--- config.mk ---
export PLATFORM = sky130hd
export DESIGN_NAME = button_debounce_long_press_selector
export DESIGN_NICKNAME = d
export VERILOG_FILES = /design/src/hw/rtl/bdlps_pkg.sv /design/src/hw/rtl/button_debounce_long_press_selector.sv
export VERILOG_INCLUDE_DIRS = /design/src /design/src/hw/rtl
export SDC_FILE = /design/constraint.sdc
export NUM_CORES = 1
export LEC_CHECK = 0
export ABC_CLOCK_PERIOD_IN_PS = 13700
export BUFFER_PORTS_ARGS = -buffer_cell sky130_fd_sc_hd__buf_2
export CORE_ASPECT_RATIO = 0.8
export CORE_MARGIN = 1.5
export CORE_UTILIZATION = 27
export CTS_BUF_LIST = sky130_fd_sc_hd__clkbuf_4
export CTS_CLUSTER_DIAMETER = 30
export CTS_CLUSTER_SIZE = 12
export DETAILED_ROUTE_END_ITERATION = 6
export RECOVER_POWER = 50
export SYNTH_ARGS = -nofsm -noshare
export SYNTH_HDL_FRONTEND = slang
export SYNTH_SLANG_ARGS = --single-unit
export TNS_END_PERCENT = 1
--- constraint.sdc ---
create_clock -name clock -period 13.7 [get_ports clock]
set_input_delay 2.055 -clock clock [delete_from_list [all_inputs] [get_ports clock]]
set_output_delay 2.055 -clock clock [all_outputs]
set_load 0.05 [all_outputs]
--- src/hw/rtl/assert_macros.svh ---
// assertion helpers for the rtl
`ifndef ASSERT_MACROS_SVH
`define ASSERT_MACROS_SVH

// concurrent check on the rising clock edge, muted while reset is high
`define ASSERT_CLK(label, clk, rst, prop, msg) \
   label: assert property (@(posedge clk) disable iff (rst) prop) else $error(msg);

// same check, also active during reset
`define ASSERT_ALWAYS(label, clk, prop, msg) \
   label: assert property (@(posedge clk) prop) else $error(msg);

`endif

--- src/hw/rtl/bdlps_pkg.sv ---
`default_nettype none

package bdlps_pkg;

   localparam int TIME_WIDTH          = 32;
   localparam int CSR_WIDTH           = 16;
   localparam int CSR_INDEX_WIDTH     = 1;
   localparam int MASK_WIDTH          = 3;
   localparam int BUTTON_WIDTH        = 2;
   localparam int HELD_EXT_WIDTH      = 1 << BUTTON_WIDTH;
   localparam int NUM_BUTTONS_DEFAULT = 3;

   localparam logic [CSR_WIDTH-1:0] DEBOUNCE_RESET   = 16'd50;
   localparam logic [CSR_WIDTH-1:0] LONG_PRESS_RESET = 16'd400;

   typedef enum logic [CSR_INDEX_WIDTH-1:0] {
      CSR_DEBOUNCE   = 1'b0,
      CSR_LONG_PRESS = 1'b1
   } csr_index_type;

endpackage

`default_nettype wire

--- src/hw/rtl/button_debounce_long_press_selector.sv ---
// Button debounce and long-press selector. One service tick is a transfer on the req_ channel
// and yields exactly one transfer on the rsp_ channel; a tick passes through the input register
// and then the single pass into the result register, and a new tick is taken every cycle while
// rsp_ready is high. Press edges are debounced per button against that button's last accepted
// edge; the lowest accepted button becomes active when armed and no press is pending. Holding
// it for long_press_ms issues a long selection immediately; a release issues the selection
// debounce_ms later, long or short by hold time. Timestamps wrap mod 2^32. Registers: index 0
// debounce_ms, index 1 long_press_ms. The user writes them only while idle; no code enforces it.
`default_nettype none
`include "assert_macros.svh"

module button_debounce_long_press_selector #(
   parameter int NUM_BUTTONS = bdlps_pkg::NUM_BUTTONS_DEFAULT
) (
   input  wire logic                                   clock,
   input  wire logic                                   reset,

   input  wire logic                                   req_valid,
   output logic                                        req_ready,
   input  wire logic [bdlps_pkg::TIME_WIDTH-1:0]       req_now_ms,
   input  wire logic [bdlps_pkg::MASK_WIDTH-1:0]       req_press_mask,
   input  wire logic [bdlps_pkg::MASK_WIDTH-1:0]       req_held_mask,
   input  wire logic                                   req_armed,
   input  wire logic                                   req_cancel,

   output logic                                        rsp_valid,
   input  wire logic                                   rsp_ready,
   output logic                                        rsp_select_valid,
   output logic [bdlps_pkg::BUTTON_WIDTH-1:0]          rsp_select_button,
   output logic                                        rsp_select_long,

   input  wire logic                                   csr_write_enable,
   input  wire logic [bdlps_pkg::CSR_INDEX_WIDTH-1:0]  csr_index,
   input  wire logic [bdlps_pkg::CSR_WIDTH-1:0]        csr_write_data
);

   localparam int TW = bdlps_pkg::TIME_WIDTH;
   localparam int BW = bdlps_pkg::BUTTON_WIDTH;
   localparam int MW = bdlps_pkg::MASK_WIDTH;
   localparam int NUM_LANES = (NUM_BUTTONS < MW) ? NUM_BUTTONS : MW;

   // configuration
   logic [bdlps_pkg::CSR_WIDTH-1:0] debounce_ff, debounce_in;
   logic [bdlps_pkg::CSR_WIDTH-1:0] long_press_ff, long_press_in;

   // input register
   logic          in_valid_ff, in_valid_in;
   logic [TW-1:0] in_now_ff, in_now_in;
   logic [MW-1:0] in_press_ff, in_press_in;
   logic [MW-1:0] in_held_ff, in_held_in;
   logic          in_armed_ff, in_armed_in;
   logic          in_cancel_ff, in_cancel_in;

   // tracking state
   logic [TW-1:0] last_time_ff [NUM_LANES];
   logic [TW-1:0] last_time_in [NUM_LANES];
   logic [NUM_LANES-1:0] last_valid_ff, last_valid_in;
   logic [TW-1:0] press_time_ff, press_time_in;
   logic [TW-1:0] release_time_ff, release_time_in;
   logic [BW-1:0] active_ff, active_in;
   logic          press_pending_ff, press_pending_in;
   logic          release_pending_ff, release_pending_in;

   // result register
   logic          out_valid_ff, out_valid_in;
   logic          out_select_ff, out_select_in;
   logic [BW-1:0] out_button_ff, out_button_in;
   logic          out_long_ff, out_long_in;

   logic                 advance;
   logic [NUM_LANES-1:0] pass;
   logic [BW-1:0]        first_lane;
   logic                 pend0, rel0, start, pend1, rel1;
   logic [BW-1:0]        active1;
   logic [TW-1:0]        ptime1;
   logic [bdlps_pkg::HELD_EXT_WIDTH-1:0] held_ext;
   logic                 held_bit;
   logic [TW-1:0]        hold_time, rel_elapsed, hold_at_release;
   logic                 fire, is_long;

   assign advance   = in_valid_ff && (!out_valid_ff || rsp_ready);
   assign req_ready = !in_valid_ff || advance;

   assign rsp_valid         = out_valid_ff;
   assign rsp_select_valid  = out_select_ff;
   assign rsp_select_button = out_button_ff;
   assign rsp_select_long   = out_long_ff;

   always_comb begin
      debounce_in   = debounce_ff;
      long_press_in = long_press_ff;
      if (csr_write_enable) begin
         unique case (bdlps_pkg::csr_index_type'(csr_index))
            bdlps_pkg::CSR_DEBOUNCE:   debounce_in   = csr_write_data;
            bdlps_pkg::CSR_LONG_PRESS: long_press_in = csr_write_data;
            default: ;
         endcase
      end
   end

   always_comb begin
      in_valid_in  = in_valid_ff;
      in_now_in    = in_now_ff;
      in_press_in  = in_press_ff;
      in_held_in   = in_held_ff;
      in_armed_in  = in_armed_ff;
      in_cancel_in = in_cancel_ff;
      if (advance) begin
         in_valid_in = 1'b0;
      end
      if (req_valid && req_ready) begin
         in_valid_in  = 1'b1;
         in_now_in    = req_now_ms;
         in_press_in  = req_press_mask;
         in_held_in   = req_held_mask;
         in_armed_in  = req_armed;
         in_cancel_in = req_cancel;
      end
   end

   // single pass over one tick
   always_comb begin
      pend0 = press_pending_ff && !in_cancel_ff;
      rel0  = release_pending_ff && !in_cancel_ff;

      for (int i = 0; i < NUM_LANES; i++) begin
         pass[i] = in_press_ff[i] && (!last_valid_ff[i] ||
                   ((in_now_ff - last_time_ff[i]) >= TW'(debounce_ff)));
      end

      first_lane = '0;
      for (int i = NUM_LANES - 1; i >= 0; i--) begin
         if (pass[i]) begin
            first_lane = BW'(i);
         end
      end

      start   = in_armed_ff && !pend0 && (|pass);
      pend1   = pend0 || start;
      rel1    = start ? 1'b0 : rel0;
      active1 = start ? first_lane : active_ff;
      ptime1  = start ? in_now_ff : press_time_ff;

      held_ext        = bdlps_pkg::HELD_EXT_WIDTH'(in_held_ff);
      held_bit        = held_ext[active1];
      hold_time       = in_now_ff - ptime1;
      rel_elapsed     = in_now_ff - release_time_ff;
      hold_at_release = release_time_ff - ptime1;

      fire               = 1'b0;
      is_long            = 1'b0;
      release_pending_in = rel1;
      release_time_in    = release_time_ff;
      if (pend1) begin
         if (held_bit) begin
            release_pending_in = 1'b0;
            if (hold_time >= TW'(long_press_ff)) begin
               fire    = 1'b1;
               is_long = 1'b1;
            end
         end else if (!rel1) begin
            release_time_in    = in_now_ff;
            release_pending_in = 1'b1;
         end else if (rel_elapsed >= TW'(debounce_ff)) begin
            fire    = 1'b1;
            is_long = hold_at_release >= TW'(long_press_ff);
         end
      end

      press_pending_in = pend1 && !fire;
      if (fire) begin
         release_pending_in = 1'b0;
      end
      active_in     = active1;
      press_time_in = ptime1;

      for (int i = 0; i < NUM_LANES; i++) begin
         last_time_in[i]  = pass[i] ? in_now_ff : last_time_ff[i];
         last_valid_in[i] = last_valid_ff[i] || pass[i];
      end

      out_select_in = fire;
      out_button_in = fire ? active1 : '0;
      out_long_in   = fire && is_long;
      out_valid_in  = advance || (out_valid_ff && !rsp_ready);
   end

   always_ff @(posedge clock) begin
      in_now_ff    <= in_now_in;
      in_press_ff  <= in_press_in;
      in_held_ff   <= in_held_in;
      in_armed_ff  <= in_armed_in;
      in_cancel_ff <= in_cancel_in;
      if (advance) begin
         last_time_ff    <= last_time_in;
         press_time_ff   <= press_time_in;
         release_time_ff <= release_time_in;
         active_ff       <= active_in;
         out_select_ff   <= out_select_in;
         out_button_ff   <= out_button_in;
         out_long_ff     <= out_long_in;
      end
      if (reset) begin
         debounce_ff        <= bdlps_pkg::DEBOUNCE_RESET;
         long_press_ff      <= bdlps_pkg::LONG_PRESS_RESET;
         in_valid_ff        <= 1'b0;
         out_valid_ff       <= 1'b0;
         last_valid_ff      <= '0;
         press_pending_ff   <= 1'b0;
         release_pending_ff <= 1'b0;
      end else begin
         debounce_ff   <= debounce_in;
         long_press_ff <= long_press_in;
         in_valid_ff   <= in_valid_in;
         out_valid_ff  <= out_valid_in;
         if (advance) begin
            last_valid_ff      <= last_valid_in;
            press_pending_ff   <= press_pending_in;
            release_pending_ff <= release_pending_in;
         end
      end
   end

   // checks
   `ASSERT_CLK(a_release_needs_press, clock, reset,
      release_pending_ff |-> press_pending_ff, "release pending without a pending press")
   `ASSERT_CLK(a_idle_result_zero, clock, reset,
      (out_valid_ff && !out_select_ff) |-> (out_button_ff == '0 && !out_long_ff),
      "non-selection result carries nonzero fields")
   `ASSERT_CLK(a_button_in_range, clock, reset,
      (out_valid_ff && out_select_ff) |-> (out_button_ff < NUM_LANES),
      "selected button out of range")
   `ASSERT_CLK(a_select_clears_press, clock, reset,
      (advance && fire) |=> (!release_pending_ff),
      "release still pending after a selection")

endmodule

`default_nettype wire
# Yosys cells after proc, flatten, opt, wreduce, memory -nomap -nowiden
# Index checks and enable logic that the tools add are counted.
[word_totals]
rom_bits = 0
in_bits = 62
ramBits = 0
ff_bits = 245
latch_bits = 0
wordCells = 98
memories = 0
out_inout_bits = 6
[classes]
eq_ne = 0
mul = 0
add_sub_neg = 6
bitwise = 3
shifts = 0
reduce_logical = 39
div_mod_pow = 0
muxes = 22
n_lt_le_gt_ge = 7
[ops]
columns = ["operator", "n"]
rows = [
  ["32-bit by 16-bit >= comparator with 1-bit output", 6],
  ["32-bit subtractor", 6],
  ["32-bit two-way mux", 1],
  ["1-bit two-way mux", 16],
  ["1-bit logical AND", 12],
  ["1-bit logical OR", 10],
  ["2-bit AND reduction", 5],
  ["1-bit zero test", 9],
  ["2-bit two-way mux", 4],
  ["4-bit AND reduction", 1],
  ["2-bit by 3-bit less-than comparator with 1-bit output (second input constant)", 1],
  ["1-bit inverter", 3],
  ["3-bit OR reduction", 1],
  ["1-bit binary-select mux with 2-bit select", 1],
  ["2-bit nonzero test", 1],
]

# Logic depth before layout (Yosys ltp)
[logic_depth]
word_depth = 14
ltp_mapped = 50
ltp_nobuf = 48

# Worst setup path after synthesis
# Ideal clock, no wire load.
[synth_timing]
path_type = "register -> register"
startpoint = "register in_now_ff[1]"
endpoint = "register out_button_ff[0], in the netlist rsp_select_button[0] (data pin)"
path_slack_ns = 4.361
arrival_ns = 9.068
setup_ns = 0.271
stages_incl_launch_ff = 49
t_required_ns = 13.429
path_buffers = 2
synth_period_minus_slack_ns = 9.339
path_cell_list = "edfxtp_1 > inv_1 > fa_1 > nand2b_1 > a21oi_1 > nor2_1 > o21ai_0 > a21o_1 > a21oi_1 > xnor2_1 > ha_1 > and4_1 > and3_1 > a2111oi_0 > o2111a_1 > o311ai_1 > nor3_1 > nand4_1 > [13 not listed] > o21ai_0 > a21oi_1 > o21bai_1 > a21oi_1 > xnor2_1 > ha_1 > nor2b_1 > o21ai_0 > nand4_1 > a311oi_1 > o21ai_0 > or4_1 > nor3_1 > o2111ai_1 > and4b_1 > and3_1 > o22a_1 > a211oi_1"
[synth_between]
elab_chain_cells = 12
word_cells_on_any_way = 32
classes_between = "add/sub (5); order compare (5); mux (13); reduce/logical (9)"
[synth_rtl]
columns = ["item", "line", "rtl"]
rows = [
  ["from (decl)", "button_debounce_long_press_selector.sv:48", "logic [TW-1:0] in_now_ff, in_now_in;"],
  ["from (signal assigned)", "button_debounce_long_press_selector.sv:189", "in_now_ff <= in_now_in;"],
  ["32-bit subtractor", "button_debounce_long_press_selector.sv:128", "((in_now_ff - last_time_ff[i]) >= TW'(debounce_ff)));"],
  ["32-bit by 16-bit >= comparator with 1-bit output", "button_debounce_long_press_selector.sv:128", ""],
  ["1-bit logical OR", "button_debounce_long_press_selector.sv:127", "pass[i] = in_press_ff[i] && (!last_valid_ff[i] ||"],
  ["1-bit logical AND", "button_debounce_long_press_selector.sv:127", ""],
  ["3-bit OR reduction *", "button_debounce_long_press_selector.sv:138", "start = in_armed_ff && !pend0 && (|pass);"],
  ["1-bit logical AND *", "button_debounce_long_press_selector.sv:138", ""],
  ["32-bit two-way mux *", "button_debounce_long_press_selector.sv:142", "ptime1 = start ? in_now_ff : press_time_ff;"],
  ["named net press_time_in[0]", "button_debounce_long_press_selector.sv:58", "logic [TW-1:0] press_time_ff, press_time_in;"],
  ["32-bit subtractor *", "button_debounce_long_press_selector.sv:146", "hold_time = in_now_ff - ptime1;"],
  ["32-bit by 16-bit >= comparator with 1-bit output *", "button_debounce_long_press_selector.sv:157", "if (hold_time >= TW'(long_press_ff)) begin"],
  ["1-bit two-way mux *", "button_debounce_long_press_selector.sv:157", ""],
  ["1-bit two-way mux *", "button_debounce_long_press_selector.sv:155", "if (held_bit) begin"],
  ["1-bit two-way mux *", "button_debounce_long_press_selector.sv:154", "if (pend1) begin"],
  ["to (signal assigned)", "button_debounce_long_press_selector.sv:200", "out_button_ff <= out_button_in;"],
  ["to (decl)", "button_debounce_long_press_selector.sv:67", "logic [BW-1:0] out_button_ff, out_button_in;"],
]
# The timed path passes the listed nets; every way through them passes the cells marked *. The select of a mux whose other input is x is not followed.
# A chain may end at the register's enable or synchronous reset.

# Worst setup path in the final report
[layout_timing]
startpoint = "register in_now_ff[1]"
endpoint = "register out_button_ff[0], in the netlist rsp_select_button[0] (data pin)"
[layout_between]
elab_chain_cells = 12
word_cells_on_any_way = 32
classes_between = "add/sub (5); order compare (5); mux (13); reduce/logical (9)"
[layout_rtl]
columns = ["item", "line"]
rows = [
  ["32-bit subtractor", "button_debounce_long_press_selector.sv:128"],
  ["32-bit by 16-bit >= comparator with 1-bit output", "button_debounce_long_press_selector.sv:128"],
  ["1-bit logical OR", "button_debounce_long_press_selector.sv:127"],
  ["1-bit logical AND", "button_debounce_long_press_selector.sv:127"],
  ["3-bit OR reduction / 2-bit two-way mux (equally long branches)", "button_debounce_long_press_selector.sv:138, button_debounce_long_press_selector.sv:133"],
  ["1-bit logical AND / 2-bit two-way mux (equally long branches)", "button_debounce_long_press_selector.sv:138, button_debounce_long_press_selector.sv:133"],
  ["32-bit two-way mux / 2-bit two-way mux (equally long branches)", "button_debounce_long_press_selector.sv:142, button_debounce_long_press_selector.sv:133"],
  ["32-bit subtractor / 2-bit two-way mux (equally long branches)", "button_debounce_long_press_selector.sv:146, button_debounce_long_press_selector.sv:141"],
  ["32-bit by 16-bit >= comparator with 1-bit output / 1-bit binary-select mux with 2-bit select (equally long branches)", "button_debounce_long_press_selector.sv:157, button_debounce_long_press_selector.sv:145"],
  ["1-bit two-way mux, on equally long branches", "button_debounce_long_press_selector.sv:157, button_debounce_long_press_selector.sv:145"],
  ["1-bit two-way mux", "button_debounce_long_press_selector.sv:155"],
  ["1-bit two-way mux", "button_debounce_long_press_selector.sv:154"],
]
# Several ways; a longest one is shown, not always the timed one. The select of a mux whose other input is x is not followed.

==> impl_metrics.tcl <==
set metrics [dict create \
    final_cell_count_no_fill 3521 \
    antenna_left 0 \
    finalSetupTns_ps 0 \
    p_per_area_nw_per_um2 106.4 \
    num_rows 91 \
    synth_cell_type_count 84 \
    place_area_um2 22540 \
    fin_area_um2 23730 \
    synth_area_leaders "edfxtp_1 (30%), ha_1 (17%), a21oi_1 (5.0%)" \
    synth_area_per_cell_um2 9.018 \
    yosysTopAreaCellShare 0.2958 \
    rsz0062_at_grt "false" \
    violations "max-capacitance violations, max-slew violations" \
    path_buf_inv 3 \
    cts_setup_buffers 0 \
    post-place-ws_ps 2695 \
    cp.depth 45 \
    r2r_cells 45 \
    ys_async_sr_fraction 0 \
    insertion_delay_ps 810 \
    synth-seq-area-share 0.3331 \
    wl_per_cell_um 16.59 \
    syn-num-nets 2671 \
    grt_overflow_total 0 \
    fin_skew_ps 42.62 \
    first_pass_iters 5 \
    post_cts_resized 0 \
    critPathLaunchType "register" \
    grt_pass1_wl_um 90950 \
    synth_common_cells "ha_1 (284), inv_1 (250), a21oi_1 (210)" \
    max-slew-margin-rel -0.8141 \
    placed_cells 3387 \
    htree_levels 3 \
    max_stage_delay_ps 770 \
    drv_cap 2 \
    critical_path_class "register to register" \
    final_core_util 0.3088 \
    finalHoldViolations 0 \
    drv_slew 83 \
    maxClockFrequency_mhz 89.97 \
    cp.required_ps 14220 \
    cts_sinks 245 \
    cts_buffers 71 \
    comb_power_share 0.274 \
    worstMarginPinSlew_ps 2721 \
    switching_share 0.3155 \
    antenna_found_initial 2 \
    dieArea_um2 79150 \
    io_buffers 67 \
    p_seq_frac 0.345 \
    die_h_um 251.9 \
    syn2layout_area_growth_pct 13.48 \
    worst_slack_ps 2586 \
    yosys_register_bits 245 \
    layout-drive-gt1-share 0.08952 \
    cts.clk_slew.worst_paths_ps 80 \
    ctsHoldBuffers 0 \
    path_max_fanout 37 \
    cts_tree "done" \
    core_um2 76860 \
    route.vias.total 17827 \
    grt_usage 0.1454 \
    arrival_ps 11630 \
    grt_start_max_net_pins 42 \
    setup_viol 0 \
    postSynthCellCount 2319 \
    hold_class "register to register" \
    ys.flop_type "edfxtp_1" \
    syn-cell-area_um2 20910 \
    p_leak_nw 9.985 \
    clockBufferDepth 3 \
    p_int_mw 1.729 \
    period_needed_ps 11110 \
    dpl.hpwl_um 45760 \
    path_delay_family "compound AO/OA/AOI/OAI gates" \
    clkPwrFrac 0.380 \
    peakVddDrop_mv 0.05864 \
    final_nets 2789 \
    grt_pass1_vias 16691 \
    synth_edf_count 206 \
    vias_per_cell 5.063 \
    synth.most_common_cell "ha_1" \
    fin_crit_sh 0.8113 \
    finalPower_mw 2.526 \
    hold_depth 2 \
    start_util 0.2721 \
    outcome "finished, violations left" \
    hold_slack_ps 456.0 \
    drc 0 \
    cp-end-kind "register" \
    crit_slowest_cell "edfxtp_1" \
    drtIter0Drc 1506 \
    root_buffer "clkbuf_4" \
    fp.dieW_um 314.2 \
    netSwitchingPower_mw 0.7970 \
    yosysTopAreaCell "edfxtp_1" \
    gp_congestion 0.9055 \
    pin_count 68 \
    yosys_warnings 0 \
    finalWirelength_um 58410 \
]
state kept, by name (all words and copies together), names as in the netlist, 2 cells and up:
| register | flops |
|---|---|
| last_time_ff | 96 |
| active_ff | 2 |
| rsp_select_button | 2 |
| in_held_ff | 3 |
| last_valid_ff | 3 |
| press_time_ff | 32 |
| debounce_ff | 16 |
| release_time_ff | 32 |
| long_press_ff | 16 |
| in_now_ff | 32 |
| in_press_ff | 3 |
per-layer routing:
layer / track usage / part of all wire / wire length [um]
met4: 0.04279 / 0.026 / 1505
met1: 0.2058 / 0.49 / 28820
met3: 0.02540 / 0.055 / 3208
met5: 0 / 0 / 0
met2: 0.2245 / 0.43 / 24880
final cells by class:
| type | instances | area (um2) |
|---|---|---|
| Fill cell | 8147 | 53120 |
| Multi-Input combinational cell | 1784 | 12880 |
| Sequential cell | 245 | 6967 |
| Tap cell | 1023 | 1280 |
| Inverter | 250 | 938.4 |
| Clock buffer | 90 | 675.6 |
| Clock inverter | 37 | 573.1 |
| Timing Repair Buffer | 85 | 401.6 |
| Antenna cell | 7 | 17.52 |
power by group through the flow:
stage | sequential [mW] | combinational, mW | clock (mW)
after floorplan | 0.881 | 0.512 | 0
after global placement | 0.887 | 0.683 | 0
after detailed placement | 0.888 | 0.687 | 0
after CTS | 0.872 | 0.692 | 0.992
after global routing | 0.876 | 0.780 | 1.03
final | 0.872 | 0.693 | 0.961
final timing paths:
| check | from | to | slack (ps) |
|---|---|---|---|
| min reg2reg | long_press_ff[3] | long_press_ff[3] | 460 |
| max | in_now_ff[1] | rsp_select_button[0] | 2590 |
| min | long_press_ff[3] | long_press_ff[3] | 460 |
| max reg2reg | in_now_ff[1] | rsp_select_button[0] | 2590 |
worst min-delay path: stages, from the launching register on:
cell	delay [ps]
dfxtp_1	310
nand2_1	50
a21oi_1	50
cell families (layout without fill, tap and decap cells):
family,count (synthesis),in the layout,synth area share
compound gates,694,694,0.2170
xor+xnor,118,118,0.05008
fa+ha+maj,290,290,0.1757
buf+inv,290,462,0.05259
flops,245,245,0.3331
mux,45,45,0.02303
other cells,0,7,0
simple gates,637,637,0.1485
cell usage in the layout (no fill, tap or decap), types with 14 or more instances in the layout:
| cell type | Yosys | routed |
|---|---|---|
| ha_1 | 284 | 284 |
| inv_1 | 250 | 250 |
| a21oi_1 | 210 | 210 |
| edfxtp_1 | 206 | 206 |
| nand2_1 | 203 | 203 |
| nor2_1 | 143 | 140 |
| o21ai_0 | 123 | 123 |
| clkbuf_4 | 0 | 90 |
| a21o_1 | 78 | 78 |
| xnor2_1 | 71 | 71 |
| buf_2 | 3 | 51 |
| xor2_1 | 46 | 46 |
| nand3_1 | 42 | 42 |
| dfxtp_1 | 39 | 39 |
| nand2b_1 | 38 | 38 |
| nor3_1 | 38 | 38 |
| nand4_1 | 37 | 37 |
| o21a_1 | 29 | 29 |
| clkbuf_1 | 33 | 29 |
| nor2b_1 | 28 | 28 |
| a31oi_1 | 29 | 28 |
| o211ai_1 | 28 | 28 |
| o21bai_1 | 25 | 25 |
| mux2_2 | 25 | 25 |
| a211oi_1 | 24 | 24 |
| mux2i_1 | 20 | 20 |
| and3_1 | 18 | 18 |
| o2111ai_1 | 15 | 15 |
| and2_1 | 16 | 15 |
| bufinv_16 | 0 | 15 |
| or3_1 | 14 | 14 |
No activity file was read; power rests on OpenSTA's default activity.
